`src/hw/rtl/escaped_length_frame_receiver_core_assert.svh`:
```
// Assertion macros for the escaped length frame receiver.
`ifndef ESCAPED_LENGTH_FRAME_RECEIVER_CORE_ASSERT_SVH
`define ESCAPED_LENGTH_FRAME_RECEIVER_CORE_ASSERT_SVH

// Implication checked at every rising clock edge outside reset.
`define ELFR_ASSERT_IMPL(lbl, clk_s, rst_s, ante, cons) \
  lbl: assert property (@(posedge clk_s) disable iff (!rst_s) (ante) |-> (cons)) \
    else $error("elfr assertion failed: implication");

// Condition that holds at every rising clock edge outside reset.
`define ELFR_ASSERT_ALWAYS(lbl, clk_s, rst_s, cond) \
  lbl: assert property (@(posedge clk_s) disable iff (!rst_s) (cond)) \
    else $error("elfr assertion failed: invariant");

`endif

```
`src/hw/rtl/elfr_pkg.sv`:
```
`timescale 1ns / 1ps
`default_nettype none
// ---------------------------------------------------------------------------
// elfr_pkg
// Types and constants of the escaped length frame receiver.
// ---------------------------------------------------------------------------
package elfr_pkg;

  localparam int unsigned BYTE_W  = 8;
  localparam int unsigned LEN_W   = 16;
  localparam int unsigned CFG_IDX_W  = 3;
  localparam int unsigned CFG_DATA_W = 16;

  // Bytes at or above this value are control codes unless escaped.
  localparam logic [BYTE_W-1:0] HIGH_BYTE_LIMIT = 8'd254;

  localparam logic [BYTE_W-1:0] COMMAND_CODE_RST   = 8'd255;
  localparam logic [BYTE_W-1:0] NEW_FRAME_CODE_RST = 8'd1;
  localparam logic [BYTE_W-1:0] ESCAPE_CODE_RST    = 8'd254;
  localparam logic [LEN_W-1:0]  MAX_LENGTH_RST     = 16'd512;
  localparam logic              LENGTH_BE_RST      = 1'b0;

  typedef logic [BYTE_W-1:0]     byte_t;
  typedef logic [LEN_W-1:0]      len_t;
  typedef logic [CFG_IDX_W-1:0]  cfg_idx_t;
  typedef logic [CFG_DATA_W-1:0] cfg_data_t;

  typedef enum logic [CFG_IDX_W-1:0] {
    CFG_COMMAND_CODE      = 3'd0,
    CFG_NEW_FRAME_CODE    = 3'd1,
    CFG_ESCAPE_CODE       = 3'd2,
    CFG_MAX_LENGTH        = 3'd3,
    CFG_LENGTH_BIG_ENDIAN = 3'd4
  } cfg_reg_t;

  // Progress through the two length bytes.
  typedef enum logic [1:0] {
    LEN_NONE = 2'd0,
    LEN_ONE  = 2'd1,
    LEN_DONE = 2'd2
  } len_phase_t;

endpackage
`default_nettype wire

```
`src/hw/rtl/escaped_length_frame_receiver_core.sv`:
```
`timescale 1ns / 1ps
`default_nettype none
// ---------------------------------------------------------------------------
// escaped_length_frame_receiver_core
// Byte-stuffed, length-prefixed frame receiver.
// ---------------------------------------------------------------------------
// Takes one received byte per cycle, unless in_stall is high, and emits the
// payload bytes of each frame with their index and a last flag. A byte moves
// from the input register to the result register, and a payload byte is
// offered on out_valid once it is in the result register; both registers
// hold while out_stall is high and out_valid is shown, and in_stall rises
// only when the input register is full and the result register cannot move.
// Register writes take effect on the next cycle.

`include "escaped_length_frame_receiver_core_assert.svh"

module escaped_length_frame_receiver_core (
  input  wire logic               clk,
  input  wire logic               rst_n,
  // byte input
  input  wire logic               in_valid,
  output logic                    in_stall,
  input  wire elfr_pkg::byte_t    in_rx_byte,
  // payload output
  output logic                    out_valid,
  input  wire logic               out_stall,
  output elfr_pkg::byte_t         out_payload_byte,
  output elfr_pkg::len_t          out_byte_index,
  output logic                    out_is_last,
  // register writes
  input  wire logic               cfg_valid,
  output logic                    cfg_ready,
  input  wire elfr_pkg::cfg_idx_t cfg_index,
  input  wire elfr_pkg::cfg_data_t cfg_data
);
  import elfr_pkg::*;

  // configuration
  byte_t command_code_r, new_frame_code_r, escape_code_r;
  len_t  max_length_r;
  logic  length_be_r;

  // input register
  logic  s1_vld_r;
  byte_t s1_byte_r;

  // frame state
  logic       receiving_r, receiving_nxt;
  byte_t      prev_byte_r;
  len_phase_t len_phase_r, len_phase_nxt;
  byte_t      first_len_r, first_len_nxt;
  len_t       frame_len_r, frame_len_nxt;
  len_t       count_r, count_nxt;

  // result register
  logic  out_vld_r;
  byte_t out_byte_r;
  len_t  out_idx_r;
  logic  out_last_r;

  logic  advance;
  logic  dropped;
  logic  produced;
  logic  marker;
  len_t  assembled_len;
  len_t  count_inc;

  assign advance   = !out_vld_r || !out_stall;
  assign in_stall  = s1_vld_r && !advance;
  assign cfg_ready = 1'b1;

  assign out_valid        = out_vld_r;
  assign out_payload_byte = out_byte_r;
  assign out_byte_index   = out_idx_r;
  assign out_is_last      = out_last_r;

  always_ff @(posedge clk) begin
    if (!rst_n) begin
      command_code_r   <= COMMAND_CODE_RST;
      new_frame_code_r <= NEW_FRAME_CODE_RST;
      escape_code_r    <= ESCAPE_CODE_RST;
      max_length_r     <= MAX_LENGTH_RST;
      length_be_r      <= LENGTH_BE_RST;
    end else if (cfg_valid && cfg_ready) begin
      case (cfg_index)
        CFG_COMMAND_CODE:      command_code_r   <= cfg_data[BYTE_W-1:0];
        CFG_NEW_FRAME_CODE:    new_frame_code_r <= cfg_data[BYTE_W-1:0];
        CFG_ESCAPE_CODE:       escape_code_r    <= cfg_data[BYTE_W-1:0];
        CFG_MAX_LENGTH:        max_length_r     <= cfg_data[LEN_W-1:0];
        CFG_LENGTH_BIG_ENDIAN: length_be_r      <= cfg_data[0];
        default: ;
      endcase
    end
  end

  // input register: load on transfer, empty when the byte moves on
  always_ff @(posedge clk) begin
    if (!rst_n) begin
      s1_vld_r <= 1'b0;
    end else if (!in_stall) begin
      s1_vld_r <= in_valid;
    end
  end

  always_ff @(posedge clk) begin
    if (in_valid && !in_stall) begin
      s1_byte_r <= in_rx_byte;
    end
  end

  assign dropped = (s1_byte_r >= HIGH_BYTE_LIMIT) && (prev_byte_r != escape_code_r);
  assign marker  = (prev_byte_r == command_code_r) && (s1_byte_r == new_frame_code_r);
  assign assembled_len = length_be_r ? {first_len_r, s1_byte_r} : {s1_byte_r, first_len_r};
  assign count_inc = count_r + len_t'(1);

  always_comb begin
    receiving_nxt = receiving_r;
    len_phase_nxt = len_phase_r;
    first_len_nxt = first_len_r;
    frame_len_nxt = frame_len_r;
    count_nxt     = count_r;
    produced      = 1'b0;
    if (receiving_r && !dropped) begin
      case (len_phase_r)
        LEN_NONE: begin
          first_len_nxt = s1_byte_r;
          len_phase_nxt = LEN_ONE;
        end
        LEN_ONE: begin
          len_phase_nxt = LEN_DONE;
          frame_len_nxt = assembled_len;
          if (assembled_len > max_length_r) begin
            receiving_nxt = 1'b0;
          end
        end
        default: begin
          if (count_r < frame_len_r) begin
            count_nxt = count_inc;
            produced  = 1'b1;
          end
        end
      endcase
    end
    // marker check follows data handling and overrides its receiving flag, count and length phase, not produced
    if (marker) begin
      receiving_nxt = 1'b1;
      count_nxt     = '0;
      len_phase_nxt = LEN_NONE;
    end
  end

  always_ff @(posedge clk) begin
    if (!rst_n) begin
      receiving_r <= 1'b0;
      prev_byte_r <= '0;
      len_phase_r <= LEN_NONE;
      first_len_r <= '0;
      frame_len_r <= '0;
      count_r     <= '0;
    end else if (s1_vld_r && advance) begin
      receiving_r <= receiving_nxt;
      prev_byte_r <= s1_byte_r;
      len_phase_r <= len_phase_nxt;
      first_len_r <= first_len_nxt;
      frame_len_r <= frame_len_nxt;
      count_r     <= count_nxt;
    end
  end

  // result register: reload or drain when the output side moves
  always_ff @(posedge clk) begin
    if (!rst_n) begin
      out_vld_r <= 1'b0;
    end else if (advance) begin
      out_vld_r <= s1_vld_r && produced;
    end
  end

  // last flag comes from the data count, before a marker can clear it
  always_ff @(posedge clk) begin
    if (advance && s1_vld_r && produced) begin
      out_byte_r <= s1_byte_r;
      out_idx_r  <= count_r;
      out_last_r <= (count_inc == frame_len_r);
    end
  end

  // a shown result matches the frame state it left behind
  `ELFR_ASSERT_IMPL(a_out_idx_tracks_count, clk, rst_n, out_vld_r && (len_phase_r == LEN_DONE), ({1'b0, out_idx_r} + 17'd1) == {1'b0, count_r})
  `ELFR_ASSERT_ALWAYS(a_count_within_len, clk, rst_n, count_r <= frame_len_r)
  `ELFR_ASSERT_IMPL(a_stall_needs_full_stage, clk, rst_n, in_stall, s1_vld_r && out_vld_r)

endmodule
`default_nettype wire
```
`config.mk`:
```
export PLATFORM = sky130hd
export DESIGN_NAME = escaped_length_frame_receiver_core
export DESIGN_NICKNAME = d
export VERILOG_FILES = /design/src/hw/rtl/elfr_pkg.sv /design/src/hw/rtl/escaped_length_frame_receiver_core.sv
export VERILOG_INCLUDE_DIRS = /design/src /design/src/hw/rtl
export SDC_FILE = /design/constraint.sdc
export NUM_CORES = 1
export LEC_CHECK = 0
export ABC_AREA = 1
export BUFFER_PORTS_ARGS = -buffer_cell sky130_fd_sc_hd__buf_2
export CAP_MARGIN = 20
export CORE_ASPECT_RATIO = 0.6
export CORE_MARGIN = 3
export CORE_UTILIZATION = 56
export CTS_BUF_LIST = sky130_fd_sc_hd__clkbuf_2 sky130_fd_sc_hd__clkbuf_4 sky130_fd_sc_hd__clkbuf_8
export DETAILED_ROUTE_END_ITERATION = 6
export PLACE_DENSITY = 0.72
export SLEW_MARGIN = 20
export SYNTH_ARGS = -nofsm -noshare
export SYNTH_HDL_FRONTEND = slang
export SYNTH_SLANG_ARGS = --single-unit
```
`constraint.sdc`:
```
create_clock -name clk -period 6.71 [get_ports clk]
set_clock_uncertainty 0.15 [all_clocks]
set_input_delay 0.3355 -clock clk [delete_from_list [all_inputs] [get_ports clk]]
set_output_delay 0.3355 -clock clk [all_outputs]
set_load 0.05 [all_outputs]
```
# Word level (Yosys, flattened, before mapping)
# Cells that the tools add are included.
dict set report totals {
  register_bits 127
  ram_bits 0
  n_memories 0
  latch_bits 0
  rom_bits 0
  input_bits 32
  output_inout_bits 28
}
dict set report classes {
  eq_ne 10
  add_sub_neg 1
  n_shift 0
  n_reduce_logical 32
  mux 15
  n_mul 0
  n_div 0
  bitwise 0
  n_lt_le_gt_ge 3
}
# cell n
set ops {}
lappend ops {{16-bit 2-to-1 mux} 5}
lappend ops {{16-bit by 1-bit adder with 16-bit output, second input constant} 1}
lappend ops {{16-bit equality test} 1}
lappend ops {{8-bit equality test} 2}
lappend ops {{16-bit greater-than comparator} 1}
lappend ops {{16-bit < comparator} 1}
lappend ops {{2-bit AND reduction} 5}
lappend ops {{3-bit AND reduction} 3}
lappend ops {{8-bit >= comparator, second input constant} 1}
lappend ops {{1-bit logical AND} 8}
lappend ops {{8-bit != test} 1}
lappend ops {{4-bit AND reduction} 2}
lappend ops {{2-bit nonzero test} 4}
lappend ops {{1-bit 2-to-1 mux} 7}
lappend ops {{3-bit by 2-bit equality test with 1-bit output, second input constant} 2}
lappend ops {{1-bit zero test} 5}
lappend ops {{2-bit 2-to-1 mux} 2}
lappend ops {{2-bit one-hot mux with 2 select lines} 1}
lappend ops {{3-bit by 1-bit equality test with 1-bit output, second input constant} 1}
lappend ops {{3-bit equality test, second input constant} 1}
lappend ops {{3-bit zero test} 1}
lappend ops {{3-bit nonzero test} 1}
lappend ops {{2-bit by 1-bit equality test with 1-bit output, second input constant} 1}
lappend ops {{2-bit zero test} 1}
lappend ops {{other kinds (3)} 3}

# Longest topological paths before layout
# Gate-level depths: netlist of the first run.
dict set report depth {
  ltp_word 6
  ltp_mapped 16
  depth_no_buf 16
}

# Worst setup path before layout of the first run
# OpenSTA, ideal clock, no wires.
dict set report synth_path {
  path_kind {reg2reg}
  startpoint {register out_vld_r, in the netlist out_valid}
  endpoint {register s1_byte_r[0] (enable)}
  path_slack_ns 4.486
  arrival_time_ns 1.802
  period_less_slack_ns 2.224
  n_path_buf 0
  stages_incl_launch_ff 6
  required_ns 6.287
  cell_sequence {dfxtp_1 nand2_1 nor2_1 inv_1 nand2_1 inv_1}
}
dict set report synth_between {
  elab_chain_len 6
}
# item line
set synth_lines {}
lappend synth_lines {{start, declared} escaped_length_frame_receiver_core.sv:56} ;# logic out_vld_r;
lappend synth_lines {{start signal, assigned} escaped_length_frame_receiver_core.sv:175} ;# out_vld_r <= s1_vld_r && produced;
lappend synth_lines {{1-bit zero test} escaped_length_frame_receiver_core.sv:68} ;# assign advance = !out_vld_r || !out_stall;
lappend synth_lines {{1-bit logical OR} escaped_length_frame_receiver_core.sv:68}
lappend synth_lines {{1-bit zero test} escaped_length_frame_receiver_core.sv:69} ;# assign in_stall = s1_vld_r && !advance;
lappend synth_lines {{1-bit logical AND} escaped_length_frame_receiver_core.sv:69}
lappend synth_lines {{net in_stall} escaped_length_frame_receiver_core.sv:22} ;# output logic in_stall,
lappend synth_lines {{1-bit zero test} escaped_length_frame_receiver_core.sv:106} ;# if (in_valid && !in_stall) begin
lappend synth_lines {{1-bit logical AND} escaped_length_frame_receiver_core.sv:106}
lappend synth_lines {{end signal, assigned} escaped_length_frame_receiver_core.sv:107} ;# s1_byte_r <= in_rx_byte;
lappend synth_lines {{end, declared} escaped_length_frame_receiver_core.sv:45} ;# byte_t s1_byte_r;
# The timed path passes the listed nets, and every way through them passes these cells.
# A chain may end at the register's enable or synchronous reset.

# Worst setup path after layout of the first run
dict set report layout_path {
  startpoint {register length_be_r}
  endpoint {register receiving_r}
}
dict set report layout_between {
  elab_chain_len 4
}
# item line
set layout_lines {}
lappend layout_lines {{start, declared} escaped_length_frame_receiver_core.sv:41} ;# logic length_be_r;
lappend layout_lines {{start signal, assigned} escaped_length_frame_receiver_core.sv:90} ;# CFG_LENGTH_BIG_ENDIAN: length_be_r <= cfg_data[0];
lappend layout_lines {{16-bit 2-to-1 mux} escaped_length_frame_receiver_core.sv:113} ;# assign assembled_len = length_be_r ? {first_len_r, s1_byte_r} : {s1_byte_r, first_len_r};
lappend layout_lines {{net assembled_len[1]} escaped_length_frame_receiver_core.sv:65} ;# len_t assembled_len;
lappend layout_lines {{16-bit greater-than comparator} escaped_length_frame_receiver_core.sv:132} ;# if (assembled_len > max_length_r) begin
lappend layout_lines {{2-bit nonzero test (no source line)} --}
lappend layout_lines {{4-bit AND reduction (no source line)} --}
lappend layout_lines {{end signal, assigned} escaped_length_frame_receiver_core.sv:161} ;# receiving_r <= receiving_nxt;
lappend layout_lines {{end, declared} escaped_length_frame_receiver_core.sv:48} ;# logic receiving_r, receiving_nxt;
# The timed path passes the listed nets, and every way through them passes these cells.

==> flow_summary_export.csv, run 1 <==
group,metric,value,unit
run_status,status,"complete, no violations",
clocking,cts_buffers,17,
pwr,p_comb_share,6.8,%
pwr,switching_share,24.8,%
global_routing,grt_use_total,27.1,%
global_routing,antenna_found_initial,0,
pwr,p_per_area,224,nW/um^2
drt,routed_wl,17600,um
logic_synthesis,yosys_most_used_dff,"dfxtp_1",
logic_synthesis,syn_area,6560,um^2
global_routing,grt_max_degree,53,
worst_setup_path,crit_required,6870,ps
worst_setup_path,max_stage_delay,690,ps
finish,area_delta_synth_final,13.5,%
die,pin_count,60,
worst_setup_path,r2r_slack,3780,ps
logic_synthesis,synth.avg_cell_area,7.60,um^2
finish,fin_cells,1091,
placed_design,post-dp-hpwl,12800,um
drt,drc,0,
drt,wl_per_cell,16.2,um
drt,firstDrtPassIters,5,
die,core-area,11000,um^2
placed_design,io_buffers,58,
logic_synthesis,yosysSeqAreaShare,43.8,%
finish,antenna_cells,0,
timing,fin_setup_tns,0,ps
worst_setup_path,crit_top_cell,"nand2_1",
logic_synthesis,synth.distinct_cells,38,
pwr,finalPower,1.67,mW
drt,via_count,6016,
drt,first_iter_violations,595,
die,fp.dieH,89.8,um
worst_setup_path,end_kind,"flop",
pwr,leakage,3.24,nW
logic_synthesis,yosys_warnings,0,
die,dieArea,13100,um^2
clocking,clk_latency,440,ps
timing,worst-slew-pin-transition,850,ps
timing,setup_viol,0,
global_routing,grt_pass1_wl,28500,um
placed_design,gp_congestion,0.905,
timing,grt_setup_unrepaired,"no",
drt,ant_nets,0,
drt,vias_per_cell,5.51,
drt,met2_length,7090,um
logic_synthesis,ys_ff_latch,127,
logic_synthesis,synth-edff-count,33,
die,die_x,146,um
placed_design,dp_cells,1046,
finish,nets,988,
worst_hold_path,holdCritPathClass,"input port to flop",
logic_synthesis,syn-instance-count,863,
logic_synthesis,synth_nets,928,
pwr,p_sw,0.414,mW
clocking,clk_pin_slew_worst_paths,80,ps
worst_setup_path,crit_path_top_delay_cell,"dfxtp_1",
pwr,peakVddDrop,0.162,mV
global_routing,grt-ovfl-total,0,
timing,fin_crit_sh,43.7,%
timing,post-route-min-period,2930,ps
drt,top_layer_used,"met4",
worst_setup_path,crit_fanout,19,
clocking,cts_tree,"yes",
worst_setup_path,start_kind,"flop",
timing,slew_headroom,43.3,%
drt,route.met3.wl,1860,um
worst_setup_path,path_cells,"inv_1 > nand2_1 > o21ai_0 > ha_1 > inv_1 > nor2_1 > nor2_1 > o21ai_0 > nand2_1 > a21o_1 > nand2_1 > nand2_1 > nand2_1 > a21oi_1",
finish,drive_gt1_share,12.4,%
clocking,cts_sinks,127,
clocking,postCtsSetupRepairBufs,0,
worst_setup_path,criticalPathCategory,"flop to flop",
clocking,clockBufferDepth,2,
worst_setup_path,worstPathArrival,3090,ps
clocking,htree_levels,4,
job,cap_violations,0,
finish,final_util,67.7,%
drt,drt-met1-wl,8430,um
die,initial_core_util,59.6,%
timing,hold_violations,0,
pwr,internal_power,1.26,mW
die,rows,29,
pwr,p_clk_share,44.2,%
logic_synthesis,synthArstFlopShare,0,%
timing,fmax,341,MHz
clocking,clockRootBuffer,"clkbuf_8",
global_routing,first_global_vias,5612,
pwr,power_frac_seq,48.9,%
timing,drv_slew,0,
[cell families after synthesis]
family	after synthesis	share of synthesized area, %
flip-flops	127	43.8
buffers and inverters	142	9.04
AND/OR/NAND/NOR	382	25.3
AO/OA/AOI/OAI	164	13.4
adder cells (fa/ha/maj)	33	6.30
XOR/XNOR	14	2.08
other	1	0.0572
[critical path, delay by kind of cell, from the launching register on]
kind | cells | cell delay [ps]
AO/OA/AOI/OAI | 4 | 670
flip-flops | 1 | 690
adder cells (fa/ha/maj) | 1 | 340
AND/OR/NAND/NOR | 7 | 530
buffers and inverters | 2 | 420
[synthesized netlist by cell type (2+ instances only)]
cell type  count  area share [%]
dfxtp_1       94              29
ha_1          33             6.3
inv_2          5            0.29
buf_4          3            0.34
clkbuf_1      20             1.1
nand2_1      234              13
nand4_1        6            0.57
nor3_1         5            0.38
buf_6          6             1.0
inv_1        104             6.0
o21ai_0       55             4.2
xnor2_1        8             1.1
nor2_8         2            0.61
nand2_2        2            0.19
nor2_2         5            0.48
o21a_1         2            0.23
o21bai_2       2            0.34
a21o_1         2            0.23
a21oi_1       90             6.9
nand2_4        3            0.52
o211ai_1      11             1.3
nor2_1        48             2.7
nand3_1       70             5.3
edfxtp_1      33              15
buf_2          3            0.23
xor2_1         5            0.67
[registers in the layout, indices dropped and copies added (netlist names), 2 cells and up]
name              count
frame_len_r          16
first_len_r           8
new_frame_code_r      8
max_length_r         16
s1_byte_r             8
out_byte_index       16
len_phase_r           2
out_payload_byte      8
escape_code_r         8
prev_byte_r           8
command_code_r        8
count_r              16
[power groups by stage]
| stage | combinational (mW) | sequential [mW] | clock, mW |
|---|---|---|---|
| after floorplan | 0.0706 | 0.827 | 0 |
| final | 0.114 | 0.817 | 0.738 |
| after global routing | 0.127 | 0.818 | 0.775 |
| after CTS | 0.111 | 0.816 | 0.744 |
| after global placement | 0.0995 | 0.832 | 0 |
| after detailed placement | 0.104 | 0.833 | 0 |
[final timing paths]
path              startpoint               end  depth (start not counted)
max reg2reg      length_be_r       receiving_r                         14
min              cfg_data[1]  escape_code_r[1]                          3
min reg2reg  max_length_r[2]   max_length_r[2]                          2
max              length_be_r       receiving_r                         14
[routing by layer]
layer / vias to the layer above / global-route usage [%]
met5: - / 0
met4: 0 / 7.98
met3: 31 / 7.39
met2: 310 / 37.5
met1: 2742 / 41.1
li1: 2933 / -
[metrics by stage]
stage / setup slack (ps) / area [um^2] / hold slack, ps
5_1_grt: 3560 / 7440 / 28.5
3_5_place_dp: 3950 / 6880 / 309
6_report: 3780 / 7440 / 23.8
3_3_place_gp: 4040 / 6880 / 301
4_1_cts: 3930 / 7440 / 4.62
2_1_floorplan: 4490 / 6560 / 284
[what timing repair did]
item                                   in CTS  in global routing
endpoints found under the hold margin      13                  0
resized for setup                           0                  0
setup endpoints to repair                   0                  0
hold buffers                               13                  0
[layout make-up]
type,instances,area [um^2]
clock inverter,13,186
fill,923,3550
sequential,127,2870
inverter,110,413
tap,155,194
timing repair buffer,73,435
clock buffer,19,249
multi-input combinational,594,3090
[layout by cell type (no fill, tap or decap), drive strengths merged]
cell type      n
clkinv         5
conb           1
nor2          55
o211ai        11
edfxtp        33
nand3         72
and2           1
o21bai         3
a21o           2
or2            2
nor3           7
nand2        239
dlygate4sd3   13
ha            33
o21ai         55
clkinvlp       3
dfxtp         94
nand4          6
buf           60
inv          111
xor2           5
bufinv         4
xnor3          1
xnor2          8
o21a           2
clkbuf        19
a21oi         91
(Power assumes the default switching activity.)
==> run 2: changes to the inputs <==
--- a/config.mk
+++ b/config.mk
@@ -14,7 +14,7 @@
 export CORE_UTILIZATION = 56
 export CTS_BUF_LIST = sky130_fd_sc_hd__clkbuf_2 sky130_fd_sc_hd__clkbuf_4 sky130_fd_sc_hd__clkbuf_8
 export DETAILED_ROUTE_END_ITERATION = 6
-export PLACE_DENSITY = 0.72
+export PLACE_DENSITY = 0.75
 export SLEW_MARGIN = 20
 export SYNTH_ARGS = -nofsm -noshare
 export SYNTH_HDL_FRONTEND = slang
==> constraint.sdc (replaced) <==
create_clock -name clk -period 2.69 [get_ports clk]
set_clock_uncertainty 0.15 [all_clocks]
set_input_delay 0.1345 -clock clk [delete_from_list [all_inputs] [get_ports clk]]
set_output_delay 0.1345 -clock clk [all_outputs]
set_load 0.05 [all_outputs]
==> run 2 against run 1 <==
Net effect: critical path depth down 2; total power up 150%; die area stayed put.
==> flow_summary_export.csv, run 2 (same netlist as run 1, synthesis figures left out) <==
group,metric,value,unit
worst_setup_path,crit_path_top_delay_cell,"dfxtp_2",
worst_setup_path,criticalPathCategory,"flop to flop",
die,die_x,146,um
timing,hold_violations,0,
global_routing,antenna_found_initial,0,
timing,slew_headroom,50.7,%
worst_setup_path,end_kind,"flop",
global_routing,grt_use_total,28.0,%
worst_setup_path,crit_top_cell,"nand2_1",
die,fp.dieH,89.8,um
drt,vias_per_cell,5.41,
clocking,clockRootBuffer,"clkbuf_8",
timing,fin_crit_sh,89.0,%
pwr,peakVddDrop,0.409,mV
worst_hold_path,min_path_cells,3,
worst_setup_path,r2r_slack,290,ps
finish,area_delta_synth_final,17.7,%
timing,drv_slew,0,
timing,setup_viol,0,
finish,final_cell_mix,"234 x nand2_1, 103 x inv_1, 93 x dfxtp_1",
clocking,cts_sinks,127,
timing,worst-slew-pin-transition,739,ps
pwr,p_per_area,532,nW/um^2
worst_setup_path,crit_required,2890,ps
die,core-area,11000,um^2
worst_setup_path,rr_startpoint,"length_be_r",
placed_design,post-dp-hpwl,13100,um
drt,drc,0,
drt,ant_nets,0,
drt,via_count,6074,
die,dieArea,13100,um^2
worst_setup_path,worstPathArrival,2600,ps
die,initial_core_util,59.6,%
timing,fin_ws,295,ps
clocking,clk_latency,430,ps
timing,fmax,418,MHz
finish,n_fill_cell,896,
worst_setup_path,crit_fanout,12,
die,pin_count,60,
placed_design,gp_congestion,0.965,
worst_hold_path,hp-start,"rst_n",
finish,regArea,2870,um^2
die,rows,29,
run_status,status,"complete, no violations",
worst_setup_path,critPathTopFamily,"compound AO/OA/AOI/OAI gates",
worst_setup_path,reg2reg_to,"receiving_r",
finish,antenna_cells,0,
pwr,leakage,3.40,nW
pwr,switching_share,23.9,%
clocking,cts_buffers,17,
global_routing,first_global_vias,5839,
worst_setup_path,critPathBufInv,2,
clocking,clk_pin_slew_worst_paths,70,ps
timing,fin_setup_tns,0,ps
pwr,p_sw,0.983,mW
worst_setup_path,start_kind,"flop",
placed_design,dp_slack,325,ps
drt,firstDrtPassIters,6,
finish,nets,1020,
job,cap_violations,0,
global_routing,grt_max_degree,52,
worst_hold_path,holdCritPathClass,"input port to flop",
clocking,cts_tree,"yes",
timing,post-route-min-period,2400,ps
drt,routed_wl,18000,um
worst_hold_path,min_to,"frame_len_r[2]",
finish,drive_gt1_share,13.4,%
pwr,p_comb_share,7.3,%
worst_setup_path,max_stage_delay,440,ps
pwr,power_frac_seq,49.6,%
global_routing,grt-ovfl-total,0,
pwr,internal_power,3.12,mW
clocking,clockBufferDepth,2,
timing,grt_setup_unrepaired,"no",
pwr,p_clk_share,43.0,%
worst_setup_path,reg2reg_depth,12,
drt,first_iter_violations,677,
finish,final_common_cell,"nand2_1",
finish,multi_input_area,3090,um^2
worst_setup_path,path_cells,"clkinvlp_4 > buf_4 > o21ai_0 > ha_1 > a21oi_1 > o21ai_0 > nand2_1 > a21o_1 > nand2_1 > nand2_1 > nand2_1 > a21oi_1",
global_routing,grt_pass1_wl,29300,um
clocking,htree_levels,4,
placed_design,io_buffers,58,
drt,wl_per_cell,16.1,um
[run 2: cell types whose count changed in the layout (fill, tap and decap cells not counted), sizes merged]
cell         previous run  this run
clkinv                  5         9
dlygate4sd3            13        31
buf                    60        74
clkinvlp                3         1
clkbuf                 19        18
inv                   111       109
[run 2: stage by stage]
stage	utilization, %	instances	cell area [um^2]	hold WS, ps	total power, mW
floorplan	-	863	6560	83.4	2.24
global placement	63.5	1058	6980	161	2.32
detailed placement	63.5	1058	6980	163	2.34
CTS	70.0	1120	7700	46.2	4.12
global route	70.2	1122	7720	90.7	4.26
finish	70.2	1122	7720	71.4	4.11
[run 2: how the worst max path moves through the flow]
stage | start | end | slack (ps) | cells after the start
after floorplan | out_valid | s1_byte_r[0] | 470 | 5
after global placement | length_be_r | receiving_r | 380 | 10
after detailed placement | length_be_r | receiving_r | 320 | 10
after CTS | length_be_r | receiving_r | 300 | 10
after global routing | length_be_r | receiving_r | 50 | 12
final | length_be_r | receiving_r | 290 | 12
[run 2: layout make-up]
class | count | share of cell area [%]
Sequential cell | 127 | 37.2
Clock inverter | 13 | 2.20
Timing Repair Buffer | 105 | 9.50
Clock buffer | 18 | 3.13
Multi-Input combinational cell | 594 | 40.0
Inverter | 110 | 5.40
Tap cell | 155 | 2.51
[run 2: power by group through the flow]
stage	Combinational, mW	Sequential [mW]	Clock (mW)
2_1_floorplan	0.176	2.06	0
3_3_place_gp	0.247	2.08	0
3_5_place_dp	0.257	2.08	0
4_1_cts	0.293	2.04	1.79
5_1_grt	0.340	2.04	1.87
6_report	0.301	2.04	1.77
[run 2: per-layer routing]
metal / GRT usage, % / vias to the layer above / part of all wire, %
met5: 0 / - / 0
met4: 8.06 / 0 / 1.2
met3: 7.59 / 30 / 11
met2: 39.5 / 278 / 41
met1: 42.0 / 2770 / 47
li1: - / 2996 / -
[run 2: repair_timing]
action                                  CTS  global route
endpoints found under the hold margin    51             0
setup buffers                             0             2
hold buffers                             31             0
resized for setup                         0             2
endpoints found under the setup margin    0             1
[run 2: worst min-delay path: cells and delay by family]
family                 cells  cell delay, ps
buffers and inverters      2             400
AO/OA/AOI/OAI              1              70
